===== src/rtl/core/sqsw_pkg.sv =====
// Shared types and constants for the square channel with frequency sweep.
// No dependencies; imported by the channel core and the top level.
`timescale 1ns / 1ps
`default_nettype none

package sqsw_pkg;

   localparam logic [1:0] KIND_TICK  = 2'd0;
   localparam logic [1:0] KIND_WRITE = 2'd1;
   localparam logic [1:0] KIND_READ  = 2'd2;

   localparam logic [2:0] OFF_SWEEP    = 3'd0;
   localparam logic [2:0] OFF_DUTY     = 3'd1;
   localparam logic [2:0] OFF_ENVELOPE = 3'd2;
   localparam logic [2:0] OFF_FREQ_LOW = 3'd3;
   localparam logic [2:0] OFF_TRIGGER  = 3'd4;

   localparam logic [7:0] DUTY_TABLE [4] = '{8'h01, 8'h03, 8'h0F, 8'hFC};

   typedef struct packed {
      logic [1:0] kind;
      logic       fs_edge;
      logic [2:0] reg_offset;
      logic [7:0] write_data;
   } req_item_type;

   typedef struct packed {
      logic [3:0] amplitude;
      logic       channel_on;
      logic [7:0] read_data;
   } rsp_item_type;

endpackage

`default_nettype wire


===== src/rtl/core/sqsw_if.sv =====
// Valid/ready channel interfaces for request and response items.
// No dependencies.
`timescale 1ns / 1ps
`default_nettype none

interface sqsw_req_if;
   logic       valid;
   logic       ready;
   logic [1:0] kind;
   logic       fs_edge;
   logic [2:0] reg_offset;
   logic [7:0] write_data;

   modport source (output valid, kind, fs_edge, reg_offset, write_data, input ready);
   modport sink (input valid, kind, fs_edge, reg_offset, write_data, output ready);
endinterface

interface sqsw_rsp_if;
   logic       valid;
   logic       ready;
   logic [3:0] amplitude;
   logic       channel_on;
   logic [7:0] read_data;

   modport source (output valid, amplitude, channel_on, read_data, input ready);
   modport sink (input valid, amplitude, channel_on, read_data, output ready);
endinterface

`default_nettype wire


===== src/rtl/core/sqsw_chan.sv =====
// Channel state and single-pass update for one item: registers, sweep,
// envelope, frequency timer, length counter. Depends on sqsw_pkg.
`timescale 1ns / 1ps
`default_nettype none

module sqsw_chan (
   input  wire logic                  clock,
   input  wire logic                  reset,
   input  wire logic                  item_go,
   input  sqsw_pkg::req_item_type     item,
   output sqsw_pkg::rsp_item_type     result
);
   import sqsw_pkg::*;

   typedef struct packed {
      logic [7:0]  sweep_reg;
      logic [7:0]  duty_reg;
      logic [7:0]  envelope_reg;
      logic [7:0]  freq_low_reg;
      logic [7:0]  trigger_reg;
      logic [11:0] shadow_freq;
      logic [3:0]  sweep_timer;
      logic        sweep_on;
      logic [2:0]  period_timer;
      logic [3:0]  cur_volume;
      logic [6:0]  length_count;
      logic [14:0] freq_timer;
      logic [2:0]  duty_pos;
      logic        enabled;
      logic [2:0]  frame_step;
   } chan_state_type;

   localparam chan_state_type STATE_RESET = '{
      sweep_timer:  4'd8,
      length_count: 7'd64,
      freq_timer:   15'd8192,
      default:      '0
   };

   chan_state_type state_ff;
   chan_state_type state_in;

   logic        run_sweep;
   logic        run_len;
   logic        run_env;
   logic [2:0]  sweep_per;
   logic [12:0] nf_first;
   logic [12:0] nf_second;
   logic [14:0] timer_next;
   logic [7:0]  rd;
   logic        duty_bit;

   function automatic logic [12:0] sweep_calc(logic [11:0] shadow, logic [7:0] sweep);
      logic [11:0] delta;
      delta = shadow >> sweep[2:0];
      if (sweep[3]) begin
         return {1'b0, shadow} - {1'b0, delta};
      end
      return {1'b0, shadow} + {1'b0, delta};
   endfunction

   function automatic logic [14:0] timer_period(logic [7:0] trig, logic [7:0] flow);
      logic [11:0] span;
      span = 12'd2048 - {1'b0, trig[2:0], flow};
      return {1'b0, span[11:0], 2'b00};
   endfunction

   always_comb begin
      state_in  = state_ff;
      run_sweep = 1'b0;
      run_len   = 1'b0;
      run_env   = 1'b0;
      sweep_per = state_ff.sweep_reg[6:4];
      nf_first  = '0;
      nf_second = '0;
      timer_next = '0;
      rd        = 8'hFF;

      case (item.kind)
         KIND_TICK: begin
            if (item.fs_edge) begin
               state_in.frame_step = state_ff.frame_step + 3'd1;
               run_sweep = (state_in.frame_step == 3'd2) || (state_in.frame_step == 3'd6);
               run_len   = ~state_in.frame_step[0];
               run_env   = (state_in.frame_step == 3'd7);
            end

            if (run_sweep) begin
               if (state_in.sweep_timer != 4'd0) begin
                  state_in.sweep_timer = state_in.sweep_timer - 4'd1;
               end
               if (state_in.sweep_timer == 4'd0) begin
                  state_in.sweep_timer = (sweep_per != 3'd0) ? {1'b0, sweep_per} : 4'd8;
                  if (state_in.sweep_on && (sweep_per != 3'd0)) begin
                     nf_first = sweep_calc(state_in.shadow_freq, state_in.sweep_reg);
                     if (nf_first > 13'd2047) begin
                        state_in.enabled = 1'b0;
                     end else if (state_in.sweep_reg[2:0] != 3'd0) begin
                        state_in.freq_low_reg     = nf_first[7:0];
                        state_in.trigger_reg[2:0] = nf_first[10:8];
                        state_in.shadow_freq      = nf_first[11:0];
                        nf_second = sweep_calc(nf_first[11:0], state_in.sweep_reg);
                        if (nf_second > 13'd2047) begin
                           state_in.enabled = 1'b0;
                        end
                     end
                  end
               end
            end

            if (run_env && (state_in.envelope_reg[2:0] != 3'd0)) begin
               if (state_in.period_timer != 3'd0) begin
                  state_in.period_timer = state_in.period_timer - 3'd1;
               end
               if (state_in.period_timer == 3'd0) begin
                  state_in.period_timer = state_in.envelope_reg[2:0];
                  if (state_in.envelope_reg[3]) begin
                     if (state_in.cur_volume != 4'hF) begin
                        state_in.cur_volume = state_in.cur_volume + 4'd1;
                     end
                  end else if (state_in.cur_volume != 4'd0) begin
                     state_in.cur_volume = state_in.cur_volume - 4'd1;
                  end
               end
            end

            timer_next = (state_in.freq_timer >= 15'd4) ? state_in.freq_timer - 15'd4 : '0;
            if (timer_next == 15'd0) begin
               state_in.duty_pos = state_in.duty_pos + 3'd1;
               timer_next = timer_period(state_in.trigger_reg, state_in.freq_low_reg);
            end
            state_in.freq_timer = timer_next;

            if (run_len && state_in.trigger_reg[6]) begin
               if (state_in.length_count != 7'd0) begin
                  state_in.length_count = state_in.length_count - 7'd1;
               end
               if (state_in.length_count == 7'd0) begin
                  state_in.enabled = 1'b0;
               end
            end
         end

         KIND_WRITE: begin
            unique case (item.reg_offset)
               OFF_SWEEP: begin
                  state_in.sweep_reg = item.write_data;
               end
               OFF_DUTY: begin
                  state_in.duty_reg     = item.write_data;
                  state_in.length_count = 7'd64 - {1'b0, item.write_data[5:0]};
               end
               OFF_ENVELOPE: begin
                  state_in.envelope_reg = item.write_data;
                  if (item.write_data[7:3] == 5'd0) begin
                     state_in.enabled = 1'b0;
                  end
               end
               OFF_FREQ_LOW: begin
                  state_in.freq_low_reg = item.write_data;
               end
               OFF_TRIGGER: begin
                  state_in.trigger_reg = item.write_data;
                  if (item.write_data[7]) begin
                     state_in.enabled     = 1'b1;
                     state_in.shadow_freq = {1'b0, item.write_data[2:0], state_ff.freq_low_reg};
                     state_in.sweep_timer = (sweep_per != 3'd0) ? {1'b0, sweep_per} : 4'd8;
                     state_in.sweep_on    = (sweep_per != 3'd0) ||
                                            (state_ff.sweep_reg[2:0] != 3'd0);
                     state_in.freq_timer  = timer_period(item.write_data,
                                                         state_ff.freq_low_reg);
                     state_in.period_timer = state_ff.envelope_reg[2:0];
                     state_in.cur_volume   = state_ff.envelope_reg[7:4];
                     if (state_ff.length_count == 7'd0) begin
                        state_in.length_count = 7'd64;
                     end
                     if (state_ff.envelope_reg[7:3] == 5'd0) begin
                        state_in.enabled = 1'b0;
                     end
                     if (state_ff.sweep_reg[2:0] != 3'd0) begin
                        nf_first = sweep_calc(state_in.shadow_freq, state_ff.sweep_reg);
                        if (nf_first > 13'd2047) begin
                           state_in.enabled = 1'b0;
                        end
                     end
                  end
               end
               default: begin
               end
            endcase
         end

         KIND_READ: begin
            unique case (item.reg_offset)
               OFF_SWEEP:    rd = state_ff.sweep_reg | 8'h80;
               OFF_DUTY:     rd = state_ff.duty_reg | 8'h3F;
               OFF_ENVELOPE: rd = state_ff.envelope_reg;
               OFF_TRIGGER:  rd = state_ff.trigger_reg | 8'hBF;
               default:      rd = 8'hFF;
            endcase
         end

         default: begin
         end
      endcase

      duty_bit = DUTY_TABLE[state_in.duty_reg[7:6]][state_in.duty_pos];
      result.amplitude  = (state_in.enabled && duty_bit) ? state_in.cur_volume : 4'd0;
      result.channel_on = state_in.enabled;
      result.read_data  = rd;
   end

   always_ff @(posedge clock) begin
      if (reset) begin
         state_ff <= STATE_RESET;
      end else if (item_go) begin
         state_ff <= state_in;
      end
   end

endmodule

`default_nettype wire


===== src/rtl/core/square_channel_with_sweep_top.sv =====
// Top level of the square channel with frequency sweep: input item register,
// channel core and result register. Depends on sqsw_pkg, sqsw_if, sqsw_chan.
`timescale 1ns / 1ps
`default_nettype none

// Square-wave sound channel with sweep, length counter and volume envelope.
// Each request item (tick, register write or register read) yields exactly
// one response item with the amplitude and enable flag after that item and
// the read byte (255 when not a read). The block takes one item per clock:
// an item is held in the input register, its whole update runs in one
// pass through the channel core, and the result lands in the output register,
// so throughput is one item per cycle while the response side keeps ready
// high. A held response stalls the input register only once it is full.
module square_channel_with_sweep_top (
   input wire logic   clock,
   input wire logic   reset,
   sqsw_req_if.sink   req_chan,
   sqsw_rsp_if.source rsp_chan
);
   import sqsw_pkg::*;

   logic         s1_valid_ff;
   logic         s1_valid_in;
   req_item_type s1_item_ff;
   req_item_type s1_item_in;
   logic         out_valid_ff;
   logic         out_valid_in;
   rsp_item_type out_item_ff;
   rsp_item_type out_item_in;
   rsp_item_type core_result;
   req_item_type req_item;
   logic         s1_advance;
   logic         req_fire;

   assign req_item.kind       = req_chan.kind;
   assign req_item.fs_edge    = req_chan.fs_edge;
   assign req_item.reg_offset = req_chan.reg_offset;
   assign req_item.write_data = req_chan.write_data;

   assign s1_advance     = s1_valid_ff && (!out_valid_ff || rsp_chan.ready);
   assign req_chan.ready = !s1_valid_ff || s1_advance;
   assign req_fire       = req_chan.valid && req_chan.ready;

   sqsw_chan u_chan (
      .clock   (clock),
      .reset   (reset),
      .item_go (s1_advance),
      .item    (s1_item_ff),
      .result  (core_result)
   );

   always_comb begin
      s1_valid_in  = req_fire ? 1'b1 : (s1_advance ? 1'b0 : s1_valid_ff);
      s1_item_in   = req_fire ? req_item : s1_item_ff;
      out_valid_in = s1_advance ? 1'b1 : (rsp_chan.ready ? 1'b0 : out_valid_ff);
      out_item_in  = s1_advance ? core_result : out_item_ff;
   end

   always_ff @(posedge clock) begin
      if (reset) begin
         s1_valid_ff  <= 1'b0;
         out_valid_ff <= 1'b0;
      end else begin
         s1_valid_ff  <= s1_valid_in;
         out_valid_ff <= out_valid_in;
      end
   end

   always_ff @(posedge clock) begin
      s1_item_ff  <= s1_item_in;
      out_item_ff <= out_item_in;
   end

   assign rsp_chan.valid      = out_valid_ff;
   assign rsp_chan.amplitude  = out_item_ff.amplitude;
   assign rsp_chan.channel_on = out_item_ff.channel_on;
   assign rsp_chan.read_data  = out_item_ff.read_data;

endmodule

`default_nettype wire

===== src/flat_wrapper.sv =====
// flat-port wrapper written by rule: the top's interface ports become plain ports
module square_channel_with_sweep_top_flat import sqsw_pkg::*;
  (clock, reset, req_chan_valid, req_chan_kind, req_chan_fs_edge, req_chan_reg_offset, req_chan_write_data, req_chan_ready, rsp_chan_valid, rsp_chan_amplitude, rsp_chan_channel_on, rsp_chan_read_data, rsp_chan_ready);
  sqsw_req_if req_chan_i ();
  sqsw_rsp_if rsp_chan_i ();
  input wire logic clock;
  input wire logic reset;
  input wire logic [$bits(req_chan_i.valid)-1:0] req_chan_valid;
  input wire logic [$bits(req_chan_i.kind)-1:0] req_chan_kind;
  input wire logic [$bits(req_chan_i.fs_edge)-1:0] req_chan_fs_edge;
  input wire logic [$bits(req_chan_i.reg_offset)-1:0] req_chan_reg_offset;
  input wire logic [$bits(req_chan_i.write_data)-1:0] req_chan_write_data;
  output wire logic [$bits(req_chan_i.ready)-1:0] req_chan_ready;
  output wire logic [$bits(rsp_chan_i.valid)-1:0] rsp_chan_valid;
  output wire logic [$bits(rsp_chan_i.amplitude)-1:0] rsp_chan_amplitude;
  output wire logic [$bits(rsp_chan_i.channel_on)-1:0] rsp_chan_channel_on;
  output wire logic [$bits(rsp_chan_i.read_data)-1:0] rsp_chan_read_data;
  input wire logic [$bits(rsp_chan_i.ready)-1:0] rsp_chan_ready;
  assign req_chan_i.valid = req_chan_valid;
  assign req_chan_i.kind = req_chan_kind;
  assign req_chan_i.fs_edge = req_chan_fs_edge;
  assign req_chan_i.reg_offset = req_chan_reg_offset;
  assign req_chan_i.write_data = req_chan_write_data;
  assign req_chan_ready = req_chan_i.ready;
  assign rsp_chan_valid = rsp_chan_i.valid;
  assign rsp_chan_amplitude = rsp_chan_i.amplitude;
  assign rsp_chan_channel_on = rsp_chan_i.channel_on;
  assign rsp_chan_read_data = rsp_chan_i.read_data;
  assign rsp_chan_i.ready = rsp_chan_ready;
  square_channel_with_sweep_top u_core (.clock(clock), .reset(reset), .req_chan(req_chan_i), .rsp_chan(rsp_chan_i));
endmodule

===== config.mk =====
export PLATFORM = sky130hd
export DESIGN_NAME = square_channel_with_sweep_top_flat
export DESIGN_NICKNAME = d
export VERILOG_FILES = /design/src/rtl/core/sqsw_pkg.sv /design/src/rtl/core/sqsw_if.sv /design/src/rtl/core/sqsw_chan.sv /design/src/rtl/core/square_channel_with_sweep_top.sv /design/src/flat_wrapper.sv
export SDC_FILE = /design/constraint.sdc
export NUM_CORES = 1
export LEC_CHECK = 0
export ABC_AREA = 0
export BUFFER_PORTS_ARGS = -buffer_cell sky130_fd_sc_hd__clkbuf_2
export CAP_MARGIN = 20
export CORE_AREA = 2 2 135 137
export DETAILED_ROUTE_END_ITERATION = 8
export DIE_AREA = 0 0 137 139
export PLACE_DENSITY = 0.8
export REMOVE_ABC_BUFFERS = 1
export SYNTH_ARGS = -nofsm -noshare
export SYNTH_HDL_FRONTEND = slang
export SYNTH_SLANG_ARGS = --single-unit

===== constraint.sdc =====
create_clock -name clock -period 8.8 [get_ports clock]
set_input_delay 1.76 -clock clock [delete_from_list [all_inputs] [get_ports clock]]
set_output_delay 1.76 -clock clock [all_outputs]
set_load 0.02 [all_outputs]

Word level (Yosys, flattened, before mapping)
Index checks and enable logic that the tools add are counted.
{"block": "classes", "n_addsub": 17, "mul": 0, "div_mod_pow": 0, "order_cmp": 6, "n_eq_ne": 23, "shifts": 3, "muxes": 109, "bitwise_logic": 2, "reduce_logical": 44}
{"op": "$mux 13", "n": 20}
{"op": "$mux 15", "n": 6}
{"op": "$mux 8", "n": 11}
{"op": "$pmux 29 s2", "n": 1}
{"op": "$mux 19", "n": 3}
{"op": "$mux 7", "n": 7}
{"op": "$mux 46", "n": 1}
{"op": "$gt 13x11->1 const B", "n": 3}
{"op": "$mux 1", "n": 38}
{"op": "$pmux 19 s2", "n": 1}
{"op": "$pmux 8 s4", "n": 1}
{"op": "$mux 4", "n": 7}
{"op": "$mux 27", "n": 1}
{"op": "$add 12x12->13", "n": 2}
{"op": "$sub 12x12->13", "n": 2}
{"op": "$shr 12x3->12", "n": 2}
{"op": "$sub 12x11->12 const A", "n": 2}
{"op": "$reduce_and 3->1", "n": 7}
{"op": "$bmux 8 s2", "n": 1}
{"op": "$mux 16", "n": 1}
{"op": "$pmux 8 s2", "n": 1}
{"op": "$ge 15x3->1 const B", "n": 1}
{"op": "$logic_not 15->1", "n": 1}
{"op": "$mux 3", "n": 5}
{"op": "other kinds (43)", "n": 79}
{"block": "word_totals", "ff_bits": 120, "latch_bits": 0, "ram_bits": 0, "mem_bits_ro": 0, "elab_cells": 230, "memories": 0}

Longest topological paths before layout
{"block": "depth", "word_depth": 40, "ltp_mapped": 41}

Hierarchy
A second synthesis with hierarchy kept.
{"block": "unflattened", "hier_cells": 1359, "hier_area_um2": 10797.9}
{"mod": "sqsw_chan", "instances": 1, "cells_each": 1322, "area_each_um2": 9883.2}
{"mod": "square_channel_with_sweep_top", "instances": 1, "cells_each": 37, "area_each_um2": 914.6}

Least setup slack after synthesis
OpenSTA, ideal clock, no wires.
{"block": "synth_timing", "path_kind": "register to register", "startpoint": "register u_core.u_chan.state_ff[86] in the netlist's numbering", "endpoint": "register u_core.u_chan.state_ff[3] in the netlist's numbering", "setup_ps": 86, "t_arrival_ps": 7118, "required_ps": 8714, "setup_slack_ps": 1595, "stages_incl_launch_ff": 39, "period_less_slack_ps": 7205, "cell_sequence": "dfxtp_1 > clkbuf_1 > buf_2 > buf_2 > buf_2 > buf_1 > o21ai_0 > nor2_1 > a211oi_1 > a21oi_1 > ha_1 > o21ai_1 > nor2_1 > a211oi_1 > a31oi_1 > o21ai_0 > ha_1 > buf_4 > [... 3 more ...] > a21oi_1 > nor3_2 > o221a_2 > a22o_1 > or3_1 > o21ai_0 > a2bb2oi_1 > o221ai_1 > ha_1 > a21oi_1 > o21ai_0 > a21o_1 > a21oi_1 > nor2_1 > a221oi_1 > xor2_1 > or3_1 > a221oi_2"}
{"block": "synth_between", "elab_chain_len": 28}
{"item": "start, declared", "line": "sqsw_chan.sv:40", "rtl": "chan_state_type state_ff;"}
{"item": "start signal, assigned", "line": "sqsw_chan.sv:217", "rtl": "state_ff <= state_in;"}
{"item": "$shr 12x3->12", "line": "sqsw_chan.sv:55", "rtl": "delta = shadow >> sweep[2:0];"}
{"item": "$sub 12x12->13", "line": "sqsw_chan.sv:57", "rtl": "return {1'b0, shadow} - {1'b0, delta};"}
{"item": "$mux 13", "line": "sqsw_chan.sv:56", "rtl": "if (sweep[3]) begin"}
{"item": "$mux 13", "line": "sqsw_chan.sv:59", "rtl": "return {1'b0, shadow} + {1'b0, delta};"}
{"item": "$mux 13", "line": "sqsw_chan.sv:94", "rtl": "if (state_in.sweep_on && (sweep_per != 3'd0)) begin"}
{"item": "$mux 13", "line": "sqsw_chan.sv:92", "rtl": "if (state_in.sweep_timer == 4'd0) begin"}
{"item": "$mux 13", "line": "sqsw_chan.sv:88", "rtl": "if (run_sweep) begin"}
{"item": "$mux 13", "line": "sqsw_chan.sv:79", "rtl": "case (item.kind)"}
{"item": "[... 12 more ...]"}
{"item": "$mux 1", "line": "sqsw_chan.sv:98", "rtl": "end else if (state_in.sweep_reg[2:0] != 3'd0) begin"}
{"item": "$mux 1", "line": "sqsw_chan.sv:96", "rtl": "if (nf_first > 13'd2047) begin"}
{"item": "$mux 1", "line": "sqsw_chan.sv:94"}
{"item": "$mux 1", "line": "sqsw_chan.sv:92"}
{"item": "$mux 1", "line": "sqsw_chan.sv:88"}
{"item": "$mux 1", "line": "sqsw_chan.sv:138", "rtl": "if (state_in.length_count == 7'd0) begin"}
{"item": "$mux 1", "line": "sqsw_chan.sv:134", "rtl": "if (run_len && state_in.trigger_reg[6]) begin"}
{"item": "$pmux 1 s2 *", "line": "sqsw_chan.sv:79"}
Mark *: on every way between the ends. The rest lies on a longest branch, timed or not. The select of a mux whose other input is x is not followed.
A chain may end at the register's enable or synchronous reset.

Worst setup path after layout
{"block": "layout_timing", "startpoint": "register u_core.u_chan.state_ff[85] in the netlist's numbering", "endpoint": "register u_core.out_item_ff, in the netlist u_core.rsp_chan.amplitude[2], data pin"}
{"block": "layout_between", "elab_chain_len": 29}
{"item": "$shr 12x3->12", "line": "sqsw_chan.sv:55"}
{"item": "$sub 12x12->13", "line": "sqsw_chan.sv:57"}
{"item": "$mux 13", "line": "sqsw_chan.sv:56"}
{"item": "$mux 13", "line": "sqsw_chan.sv:59"}
{"item": "$mux 13", "line": "sqsw_chan.sv:94"}
{"item": "$mux 13", "line": "sqsw_chan.sv:92"}
{"item": "$mux 13", "line": "sqsw_chan.sv:88"}
{"item": "$mux 13", "line": "sqsw_chan.sv:79"}
{"item": "[... 13 more ...]"}
{"item": "$mux 1", "line": "sqsw_chan.sv:96"}
{"item": "$mux 1", "line": "sqsw_chan.sv:94"}
{"item": "$mux 1", "line": "sqsw_chan.sv:92"}
{"item": "$mux 1", "line": "sqsw_chan.sv:88"}
{"item": "$mux 1", "line": "sqsw_chan.sv:138"}
{"item": "$mux 1", "line": "sqsw_chan.sv:134"}
{"item": "$pmux 1 s2 *", "line": "sqsw_chan.sv:79"}
{"item": "$logic_and 1x1->1 *", "line": "sqsw_chan.sv:208", "rtl": "result.amplitude = (state_in.enabled && duty_bit) ? state_in.cur_volume : 4'd0;"}
{"item": "end signal, assigned", "line": "square_channel_with_sweep_top.sv:71", "rtl": "out_item_ff <= out_item_in;"}
{"item": "end, declared", "line": "square_channel_with_sweep_top.sv:28", "rtl": "rsp_item_type out_item_ff;"}
Marked as above.

==> impl_metrics.toml <==
[outcome]
status = "complete, no violations"

[pwr]
vdd_drop_max_mv = 0.1041
p_leak_nw = 4.083
p_per_area_nw_per_um2 = 177.4
switching_power_w = 0.0008241
power.share.sequential = 0.292
p_sw_frac = 0.4237
clockPowerShare = 0.224
internal_power_w = 0.001121
p_comb_frac = 0.484

[sta]
rsz0062_at_grt = "false"
fmaxAchievable_mhz = 124.4
clock_skew_ns = 0.01156
setup_ws_ns = 0.7609
worst_slew_pin_slew_ns = 0.9978
relSlewSlack = 0.3336
tns_ns = 0
hold_violations = 0
setup_viol = 0
period_needed_ns = 8.039
finalCritPeriodShare = 0.9135
whs_ns = 0.4706
slew_viol_final = 0

[route]
drc = 0
drtIter0Drc = 1201
viasPerCell = 6.660
drtAntennaViolNets = 0
post_drt_wl_per_cell_um = 19.34
via_count = 10363
wl_um = 30090
drtPass1Iterations = 6

[yosys]
synth_edf_count = 27
synthTopCellsByArea = "dfxtp_1 16%, edfxtp_1 7.8%, nor2_1 7.1%, ha_1 6.8%, a21oi_1 5.0%"
synth.avg_cell_area_um2 = 7.725
muxShareOfSynthArea = 0.08212
synth_top_area_frac = 0.1614
ys_async_sr_fraction = 0
synth.lib_cells_used.distinct = 89
synth_adder_area_share = 0.07516
yosys_warnings = 0
yosysSeqAreaShare = 0.2392
synth_most_common_cell = "nor2_1"
synth_compound_area_frac = 0.2685
netlist_area_um2 = 10420
yosysTopAreaCell = "dfxtp_1"
synthXorXnorAreaFrac = 0.06027
ys.flop_type = "dfxtp_1"
synthCells = 1349
yosys-top-cells-count = "196 x nor2_1, 105 x a21oi_1, 92 x nand2_1"
synth-seq-cells = 111
synth_top_family_by_area = "compound AO/OA/AOI/OAI gates"
synth_simple_gate_area_frac = 0.2210

[worst_setup_path]
crit_path_end = "u_core.rsp_chan.amplitude[2]$_SDFFCE_PN0P_"
critPathArrivalTime_ns = 8.15
cp.depth = 30
crit_fanout = 16
cp_top_family = "compound AO/OA/AOI/OAI gates"
cp-end-kind = "flop"
worstSetupStartpointType = "flop"
cp_common_cell = "nor2_1"
crit_start = "u_core.u_chan.state_ff[85]$_SDFFE_PP0P_"
cp_slowest_stage_delay_ns = 0.81
worst_path_max_delay_cell = "a211oi_2"
cp_num_buf_inv = 1
rrSetupSlack_ns = 0.76
r2r-end = "u_core.rsp_chan.amplitude[2]$_SDFFCE_PN0P_"
ff2ff_path_depth = 30
cp.required_ns = 8.91
r2r_start = "u_core.u_chan.state_ff[85]$_SDFFE_PP0P_"
crit_type = "reg2reg"

[cells_and_area]
nets = 1400
diodes = 0
area_delta_synth_final_pct = 5.187
layout.cells.non_filler = 1556
drive_gt1_frac = 0.09420

[grt]
grt_pass1_vias = 9159
grt_usage = 0.3123
grt-ovfl-total = 0
antenna_found_initial = 0
grt_max_degree = 86
grt_pass1_wl_um = 47960

[cts]
root_buffer = "clkbuf_16"
clock_latency_ns = 0.37
cts.sinks = 111
cts_setup_buffers = 0
cts_hold_buf = 0
cts_buffers = 9
cts-resized-gates = 0
clk_pin_slew_ns = 0.08
cts_tree = "yes"
h-tree-depth = 3
ctsLongestPathBuffers = 2

[place]
place_ws_ns = 0.9939
place_congestion = 0.9503
hpwl_um = 21990
io_buffers = 32
place_inst = 1539

[floorplan]
initial_utilization = 0.5902
core-area_um2 = 17660
placementRows = 49
die_y_um = 139
num_io_pins = 33
die-area_um2 = 19040
fp.dieW_um = 137

[job]
maxCapViolCount = 0

[hold_path]
hold_path_class = "reg2reg"
-- power by group through the flow --
stage,clock [W],sequential (W),combinational (W)
2_1_floorplan,0,0.000571,0.000699
3_3_place_gp,0,0.000578,0.000903
3_5_place_dp,0,0.000578,0.000915
4_1_cts,0.000440,0.000567,0.000920
5_1_grt,0.000459,0.000570,0.00103
6_report,0.000436,0.000568,0.000940
-- layout make-up --
class,count,area (um^2)
multi-input combinational,1097,7375
fill,1575,6695
sequential,111,2496
timing repair buffer,49,287.8
tap,229,286.5
clock buffer,9,225.2
inverter,54,202.7
clock inverter,7,88.84
-- layer usage --
| metal | up-vias | track usage | wire [um] | part of all wire |
|---|---|---|---|---|
| met5 | - | 0 | 0 | 0 |
| met4 | 0 | 0.1004 | 818 | 0.027 |
| met3 | 77 | 0.05409 | 3029 | 0.10 |
| met2 | 573 | 0.4711 | 13350 | 0.44 |
| met1 | 4822 | 0.4518 | 12890 | 0.43 |
| li1 | 4891 | - | - | - |
-- logic make-up after synthesis --
kind of cell               Yosys count
AOI/OAI and AO/OA                  410
xor gates and xnor gates            70
adders and majority gates           61
buffers and inverters              141
DFF                                111
muxes                               66
and+or+nand+nor                    490
-- worst register-to-register path, delay by kind of cell, from the launching register on --
| kind | cells | cell delay (ns) |
|---|---|---|
| AO/OA/AOI/OAI | 18 | 3.98 |
| XOR/XNOR | 1 | 0.27 |
| adder cells (fa/ha/maj) | 3 | 1.02 |
| buffers and inverters | 1 | 0.62 |
| flip-flops | 1 | 0.57 |
| AND/OR/NAND/NOR | 7 | 1.33 |
-- sequential cells by signal (all words and copies together) (netlist names) --
register                    cells
u_core.rsp_chan.amplitude       4
u_core.rsp_chan.channel_on      1
u_core.rsp_chan.read_data       8
u_core.rsp_chan.valid           1
u_core.s1_item_ff              14
u_core.s1_valid_ff              1
u_core.u_chan.state_ff         82
-- per-stage QoR --
step	util	power [W]	instance area (um^2)
after CTS	0.6204	0.001927	10950
after global placement	0.6026	0.001481	10640
after global routing	0.6208	0.002056	10960
after floorplan	-	0.001269	10060
after detailed placement	0.6026	0.001493	10640
final	0.6208	0.001945	10960
-- layout by cell type, fill, tap and decap left out, types with 27 or more instances in the layout --
cell and n:
nand3_1 32, a211oi_1 41, nor3_1 53, nand2_1 92
edfxtp_1 27, o21ai_0 71, clkbuf_2 31, a21oi_1 105
xnor2_1 44, nor2_1 196, ha_1 57, mux2i_1 45
inv_1 51, dfxtp_1 81
-- worst min path at each step --
stage,from,end,slack [ns],depth (start not counted)
final,u_core.u_chan.state_ff[8]$_SDFFE_PP0P_,u_core.u_chan.state_ff[8]$_SDFFE_PP0P_,0.47,1
after global routing,u_core.u_chan.state_ff[8]$_SDFFE_PP0P_,u_core.u_chan.state_ff[8]$_SDFFE_PP0P_,0.50,1
after CTS,u_core.u_chan.state_ff[8]$_SDFFE_PP0P_,u_core.u_chan.state_ff[8]$_SDFFE_PP0P_,0.47,1
after detailed placement,u_core.u_chan.state_ff[8]$_SDFFE_PP0P_,u_core.u_chan.state_ff[8]$_SDFFE_PP0P_,0.45,1
after global placement,u_core.u_chan.state_ff[7]$_SDFFE_PP0P_,u_core.u_chan.state_ff[7]$_SDFFE_PP0P_,0.44,1
after floorplan,u_core.u_chan.state_ff[7]$_SDFFE_PP0P_,u_core.u_chan.state_ff[7]$_SDFFE_PP0P_,0.43,1
(Power assumes the default switching activity.)
